**config.mk**
```make
export PLATFORM = sky130hd
export DESIGN_NAME = sisbt_cell
export DESIGN_NICKNAME = d
export VERILOG_FILES = /design/src/rtl/sisbt_pkg.sv /design/src/rtl/sisbt_cell.sv
export SDC_FILE = /design/constraint.sdc
export NUM_CORES = 1
export LEC_CHECK = 0
export BUFFER_PORTS_ARGS = -buffer_cell sky130_fd_sc_hd__buf_2
export CORE_AREA = 2 2 130 132
export DETAILED_ROUTE_END_ITERATION = 6
export DIE_AREA = 0 0 132 134
export GPL_TIMING_DRIVEN = 0
export PLACE_DENSITY = 0.66
export SLEW_MARGIN = 10
export SYNTH_ARGS = -nofsm -noshare
export SYNTH_HDL_FRONTEND = slang
export SYNTH_SLANG_ARGS = --single-unit
```
**constraint.sdc**
```tcl
create_clock -name i_clk -period 12.15 [get_ports i_clk]
set_clock_uncertainty 0.1 [all_clocks]
set_input_delay 3.0375 -clock i_clk [delete_from_list [all_inputs] [get_ports i_clk]]
set_output_delay 3.0375 -clock i_clk [all_outputs]
set_load 0.01 [all_outputs]
```
**src/rtl/sisbt_pkg.sv**
```systemverilog
// Shared types and constants for the stable insertion sort block.
package sisbt_pkg;

    localparam int KEY_W           = 48;
    localparam int ID_W            = 32;
    localparam int MAX_RECORDS_DEF = 64;

    typedef struct packed {
        logic [KEY_W-1:0] key;
        logic [ID_W-1:0]  id;
    } t_rec;

    // per-cycle commands broadcast along the cell row
    typedef struct packed {
        logic ins;   // place the broadcast record
        logic pop;   // shift every entry one cell toward the head
    } t_ctl;

    typedef enum logic {
        ST_FILL,
        ST_DRAIN
    } t_state;

endpackage

```
**src/rtl/sisbt_cell.sv**
```systemverilog
// One position of the sorted store: holds a record and trades it with its neighbors.
module sisbt_cell #(
    parameter int IDX = 0,
    parameter int CW  = 7
) (
    input  logic            i_clk,
    input  sisbt_pkg::t_ctl i_ctl,
    input  logic [CW-1:0]   i_count,
    input  sisbt_pkg::t_rec i_new,
    input  sisbt_pkg::t_rec i_prev,
    input  logic            i_prev_gt,
    input  sisbt_pkg::t_rec i_next,
    output sisbt_pkg::t_rec o_rec,
    output logic            o_gt
);
    import sisbt_pkg::*;

    localparam logic [CW-1:0] POS = CW'(IDX);

    t_rec r_rec;
    t_rec n_rec;
    logic w_occ;
    logic w_take;

    // strict compare keeps equal keys in arrival order
    assign w_occ  = POS < i_count;
    assign o_gt   = w_occ && (r_rec.key > i_new.key);
    // this cell changes if it sits past the insertion point, or is the first free cell
    assign w_take = i_ctl.ins && (o_gt || (POS == i_count));

    always_comb begin
        n_rec = r_rec;
        if (i_ctl.pop) begin
            n_rec = i_next;
        end else if (w_take) begin
            n_rec = i_prev_gt ? i_prev : i_new;
        end
    end

    always_ff @(posedge i_clk) begin
        r_rec <= n_rec;
    end

    assign o_rec = r_rec;

endmodule

```
==> metrics.csv, run 1 <==
metric,value,unit
die_width,132,µm
ys.warnings.count,0,
routed_wl,17.3,mm
rr_startpoint,o_rec[71],
synthXorXnorAreaFrac,0,%
cts_buffers,9,
grt_overflow,0,
setup_viol,0,
period_share,67.6,%
clk_pin_slew,0.07,ns
portBuffers,329,
relSlewSlack,46.1,%
avgSynthCellArea,10.1,µm²
fillers,1592,
mostFrequentLayoutCells,"338 x buf_2, 93 x nand2_1, 89 x o21ai_0",
antenna_found_initial,1,
hpwlAfterDp,14.3,mm
cp-end-kind,primary output,
cap_violations,0,
grt_first_pass_wirelength,26.3,mm
num_vias,5127,
worstSetupPathType,input port to primary output,
reg2reg_setup_slack,9.00,ns
synthesis.area,0.00534,mm²
cts_setup_buffers,0,
viasPerCell,4.68,
cts_hold_repair.buffers,0,
place_inst,1079,
ys_seq_elements,80,
nNetsFinal,1169,
crit_buf_inv,3,
critPathArrivalTime,5.08,ns
numClockSinks,80,
p_sw_share,29.5,%
crit_chain,buf_2 > inv_1 > ha_1 > a21oi_1 > o21ai_0 > a2111oi_0 > a31oi_1 > a211oi_2 > nor3_2 > buf_2,
io-pin-count,332,
cp_slowest_cell,a2111oi_0,
p_int,638,µW
p_switching,267,µW
seq_power_share,40.2,%
drtPass1Iterations,4,
final_hold_viol_count,0,
p_per_area,118,mW/mm²
ir_drop,0.0639,mV
crit_top_cell,buf_2,
fmax,122,MHz
rsz0062_at_grt,false,
layout.cells.non_filler,1095,
diodes,0,
crit_fanout,3,
startpoint_type,input port,
clockBufferDepth,2,
syn_nets,826,
drive_gt1_share,42.1,%
drt_iter0_drc,184,
reg2reg_depth,9,
cts_root_buffer,clkbuf_16,
hold_start,o_rec[72],
gp_congestion,0.843,
largest_reg_flops,80,
grt_pass1_vias,5071,
multiInputGateArea,0.00265,mm²
synthMuxAreaShare,15.0,%
final_common_cell,buf_2,
cp.required,9.01,ns
yosys.area_share.simple,11.1,%
drc,0,
syn_inst,527,
cts_tree,done,
worst_path_dominant_cell_family,compound AO/OA/AOI/OAI gates,
insertion_delay,0.35,ns
hold_path_class,flop to flop,
min_period,8.22,ns
slowest_delay,0.42,ns
htreeDepth,3,
yosys.area_share.adder,11.2,%
slew_viol_final,0,
ctsResizeCount,0,
die_h,134,µm
ys_types,29,
initial_core_util,32.8,%
register_area,0.00240,mm²
clock_power_share,33.3,%
fin_setup_tns,0,ns
worstHoldEndpoint,o_rec[60],
rows,47,
die-area,0.0177,mm²
tightest_slew,0.809,ns
postRouteAntennaNets,0,
synth_top_family_by_area,multiplexers,
area_growth,43.6,%
grtUsageTotal,19.3,%
hold_depth,5,
core_region_area,0.0163,mm²
status,completed,
p_leak,3.88,nW
power_frac_comb,26.4,%
synth-compound-area-share,12.1,%
r2r_end,o_rec[11],
synth_seq_area_share,45.0,%
grt_max_degree,29,
wl_per_cell,15.8,µm
-- cells in the mapped netlist --
cell type	count	area share [%]
and4_2	1	0.19
clkbuf_1	14	0.98
or4_1	1	0.14
a2111o_1	1	0.21
nand4_4	1	0.40
nand4_1	7	0.82
edfxtp_1	80	45
buf_1	4	0.28
inv_1	49	3.4
o211ai_1	2	0.28
a31oi_1	3	0.35
ha_1	48	11
nor2_1	7	0.49
mux2i_1	80	15
nand4_2	2	0.47
a211oi_2	2	0.47
buf_2	9	0.84
a211oi_1	1	0.14
nand2_1	93	6.5
nor3_2	1	0.19
o21ai_0	89	8.3
nor4_1	1	0.12
nor4_4	3	1.2
a221oi_1	1	0.16
nand2b_1	2	0.23
a2111oi_0	1	0.16
a21oi_1	21	2.0
nor2b_1	2	0.23
nand3_1	1	0.094
-- how the worst max path moves through the flow --
stage | from | to | slack (ns) | cells past startpoint
floorplan | i_new[71] | o_rec[0] | 3.45 | 8
global placement | i_new[79] | o_rec[15] | 1.30 | 9
detailed placement | i_new[79] | o_gt | 3.88 | 10
CTS | i_new[79] | o_gt | 3.87 | 10
global route | i_new[79] | o_gt | 3.76 | 10
finish | i_new[79] | o_gt | 3.93 | 10
-- cell type report --
type,count,share of cell area (%)
Clock inverter,7,1.32
Buffer,27,1.47
Timing Repair Buffer,332,22.4
Clock buffer,9,2.94
Tap cell,220,3.59
Sequential cell,80,31.3
Inverter,49,2.40
Multi-Input combinational cell,371,34.6
-- layer usage --
layer  share of wire [%]  vias to the layer above  global-route usage (%)
li1                    -                     2585                       -
met1                  40                     2296                    22.7
met2                  51                      224                    34.7
met3                 7.2                       22                    4.65
met4                 1.9                        0                    6.22
met5                   0                        -                       0
-- power groups by stage --
stage / logic (mW) / clock network, mW / registers, mW
finish: 0.239 / 0.302 / 0.364
floorplan: 0.102 / 0 / 0.393
CTS: 0.242 / 0.308 / 0.365
global placement: 0.229 / 0 / 0.377
detailed placement: 0.241 / 0 / 0.371
global route: 0.266 / 0.318 / 0.368
-- worst reg2reg max path: stages (launching register included) --
cell and delay (ns):
edfxtp_1 0.40, ha_1 0.34, nand4_2 0.17, nor4_4 0.41
a31oi_1 0.15, a31oi_1 0.25, a211oi_2 0.10, a21oi_4 0.49
buf_16 0.22, buf_12 0.21
-- stage by stage --
stage               instance area, µm²  setup WS, ns  hold WS (ns)  total power, mW  util, %
global placement                  7260          1.30          2.73            0.605     44.6
detailed placement                7340          3.88          1.37            0.611     45.1
CTS                               7670          3.87          1.40            0.915     47.1
floorplan                         5340          3.45          2.25            0.494        -
global route                      7670          3.76          1.44            0.952     47.1
finish                            7670          3.93          1.38            0.906     47.1
-- kinds of logic (layout without fill, tap and decap cells) --
logic type | count (synthesis) | in the layout
AOI/OAI and AO/OA | 121 | 121
adders and majority gates | 48 | 48
buffers and inverters | 76 | 424
DFF | 80 | 80
muxes | 80 | 80
and+or+nand+nor | 122 | 122
No activity file was read; power rests on OpenSTA's default activity.
==> run 2, diff against run 1 <==
- ABC_AREA: default -> 1
- CORE_AREA: 2 2 130 132 -> 2 2 127 129
- DIE_AREA: 0 0 132 134 -> 0 0 129 131
- PLACE_DENSITY: 0.66 -> 0.69
- clock period: 12.15 -> 8.5 ns (I/O delays scaled with it)
==> run 2 against run 1 <==
- sequential cell count is the same
- critical path type unchanged
- power grew 36%
- utilization grew 2.2 points
==> metrics.csv, run 2 <==
metric,value,unit,change
status,completed,,unchanged
largest_reg_flops,80,,unchanged
ys.warnings.count,0,,unchanged
synth_most_common_cell,nand2_1,,unchanged
syn_nets,921,,was 826
drive_gt1_share,39.6,%,was 42.1%
cp-end-kind,primary output,,unchanged
crit_buf_inv,4,,was 3
rows,46,,was 47
syn_inst,622,,was 527
cts_setup_buffers,0,,unchanged
hold_start,o_rec[59],,was o_rec[72]
ctsResizeCount,0,,unchanged
synthesis.area,0.00543,mm²,was 0.00534 mm²
hold_path_class,flop to flop,,unchanged
ys_seq_elements,80,,unchanged
worst_path_dominant_cell_family,simple AND/OR/NAND/NOR gates,,was compound AO/OA/AOI/OAI gates
synth-compound-area-share,21.6,%,was 12.1%
slowest_delay,0.30,ns,was 0.42 ns
yosys.area.top_type,edfxtp_1,,unchanged
drt_iter0_drc,258,,was 184
htreeDepth,3,,unchanged
initial_core_util,34.8,%,was 32.8%
startpoint_type,input port,,unchanged
cp_slowest_cell,ha_1,,was a2111oi_0
synthXorXnorAreaFrac,0,%,unchanged
io-pin-count,332,,unchanged
clk_pin_slew,0.07,ns,about the same
ys_async_sr_fraction,0,%,unchanged
rr_startpoint,o_rec[75],,was o_rec[71]
slew_viol_final,0,,unchanged
period_share,68.4,%,
die_h,131,µm,was 134 µm
avgSynthCellArea,8.72,µm²,was 10.1 µm²
relSlewSlack,55.8,%,was 46.1%
nNetsFinal,1262,,was 1169
final_hold_viol_count,0,,unchanged
fmax,172,MHz,
worstSetupPathType,input port to primary output,,unchanged
synth_seq_area_share,44.3,%,was 45.0%
cp.required,6.28,ns,was 9.01 ns
synth_top_family_by_area,compound AO/OA/AOI/OAI gates,,was multiplexers
num_vias,5654,,was 5127
grt_pass1_vias,5351,,was 5071
crit_top_cell,nand2_2,,was buf_2
cap_violations,0,,unchanged
rsz0062_at_grt,false,,unchanged
final_area,0.00768,mm²,was 0.00767 mm²
setup_viol,0,,unchanged
crit_fanout,3,,unchanged
cts_tree,done,,unchanged
reg2reg_setup_slack,5.77,ns,was 9.00 ns
p_leak,3.76,nW,was 3.88 nW
grt_first_pass_wirelength,27.8,mm,was 26.3 mm
hpwlAfterDp,15.2,mm,was 14.3 mm
crit_chain,buf_2 > inv_1 > ha_1 > nand2_2 > nor2_4 > nand2_2 > nor2_4 > inv_2 > nor2_2 > nand2_1 > nand3_2 > nand2_2 > a21oi_2 > buf_2,,was buf_2 > inv_1 > ha_1 > a21oi_1 > o21ai_0 > a2111oi_0 > a31oi_1 > a211oi_2 > nor3_2 > buf_2
cts_root_buffer,clkbuf_16,,unchanged
drtPass1Iterations,4,,unchanged
p_per_area,160,mW/mm²,was 118 mW/mm²
synthMuxAreaShare,0,%,was 15.0%
viasPerCell,4.77,,was 4.68
min_period,5.82,ns,
critPathArrivalTime,3.59,ns,was 5.08 ns
area_growth,41.6,%,was 43.6%
yosys.area_share.adder,11.1,%,was 11.2%
antenna_found_initial,0,,was 1
synth_common_cells,"139 x nand2_1, 90 x a21oi_1, 80 x edfxtp_1",,"was 93 x nand2_1, 89 x o21ai_0, 80 x edfxtp_1, 80 x mux2i_1, 49 x inv_1"
synth_top_area_share,44.3,%,was 45.0%
die_width,129,µm,was 132 µm
wl_per_cell,16.0,µm,was 15.8 µm
postRouteAntennaNets,0,,unchanged
cts_buffers,9,,unchanged
grt_max_degree,56,,was 29
clockBufferDepth,2,,unchanged
grtUsageTotal,21.7,%,was 19.3%
synth_edf_count,80,,unchanged
timing.critical_path.from,i_new[79],,unchanged
ir_drop,0.0851,mV,was 0.0639 mV
gp_congestion,0.834,,was 0.843
cts_hold_repair.buffers,0,,unchanged
dominantRegCellSynth,edfxtp_1,,unchanged
ys_types,24,,was 29
numClockSinks,80,,unchanged
yosys-top-cells-area,"edfxtp_1 44%, ha_1 11%, nand2_1 9.6%",,"was edfxtp_1 45%, mux2i_1 15%, ha_1 11%"
post_dp_cell_area,0.00738,mm²,was 0.00734 mm²
grt_overflow,0,,unchanged
core_region_area,0.0156,mm²,was 0.0163 mm²
die-area,0.0169,mm²,was 0.0177 mm²
final_common_cell,buf_2,,unchanged
routed_wl,19.0,mm,was 17.3 mm
portBuffers,329,,unchanged
tightest_slew,0.663,ns,was 0.809 ns
mostFrequentLayoutCells,"345 x buf_2, 138 x nand2_1, 90 x a21oi_1",,"was 338 x buf_2, 93 x nand2_1, 89 x o21ai_0"
drc,0,,unchanged
fin_setup_tns,0,ns,unchanged
insertion_delay,0.34,ns,was 0.35 ns
yosys.area_share.simple,15.7,%,was 11.1%
run 2: cell families after synthesis:
| kind of cell | count (synthesis) |
|---|---|
| simple gates | 206 |
| buf+inv | 101 |
| flops | 80 |
| compound gates | 187 |
| fa+ha+maj | 48 |
run 2: layout make-up:
type,instances,area (µm²)
Buffer,34,148
Tap cell,216,270
Clock buffer,9,225
Timing Repair Buffer,330,1670
Clock inverter,7,77.6
Antenna cell,1,2.50
Multi-Input combinational cell,441,2630
Inverter,67,251
Sequential cell,80,2400
Fill cell,1582,7910
run 2: worst reg2reg max path, stage by stage, from the launching register on:
cell and delay [ns]:
edfxtp_1 0.42, ha_1 0.32, nand2_1 0.06, nor2_1 0.13, nand2_2 0.10, nor2_4 0.15
inv_2 0.05, nor2_2 0.09, nand2_1 0.06, nand3_2 0.06, nand2_2 0.06, nand2_1 0.05
nand2_1 0.08, nand2_4 0.31, buf_16 0.31
run 2: power by group:
group	internal (mW)	switching (mW)	leakage (nW)	total, mW
sequential	0.488	0.0172	0.788	0.506
combinational	0.139	0.180	2.83	0.319
clock	0.231	0.173	0.147	0.404
total	0.859	0.370	3.76	1.23
run 2: final timing paths:
kind / endpoint / cells past startpoint
worst max register to register: o_rec[79] / 14
worst min register to register: o_rec[53] / 11
worst max-delay path: o_gt / 14
worst min-delay path: o_rec[53] / 11
run 2: per-layer routing:
layer	part of all wire, %	global-route usage, %	vias to the layer above
met5	0	0	-
met4	1.6	6.59	0
met3	6.6	4.28	24
met2	52	40.6	244
met1	40	25.1	2544
li1	-	-	2842
run 2: stage by stage:
stage          util [%]  total power [mW]  hold slack (ns)  cells  setup slack (ns)
5_1_grt            49.2              1.30             1.59   1184              2.55
4_1_cts            49.2              1.24             1.47   1184              2.66
3_3_place_gp       47.1             0.831             2.30   1167              1.74
2_1_floorplan         -             0.686             2.21    622              3.04
6_report           49.3              1.23             1.43   1185              2.68
3_5_place_dp       47.3             0.836             1.47   1168              2.67
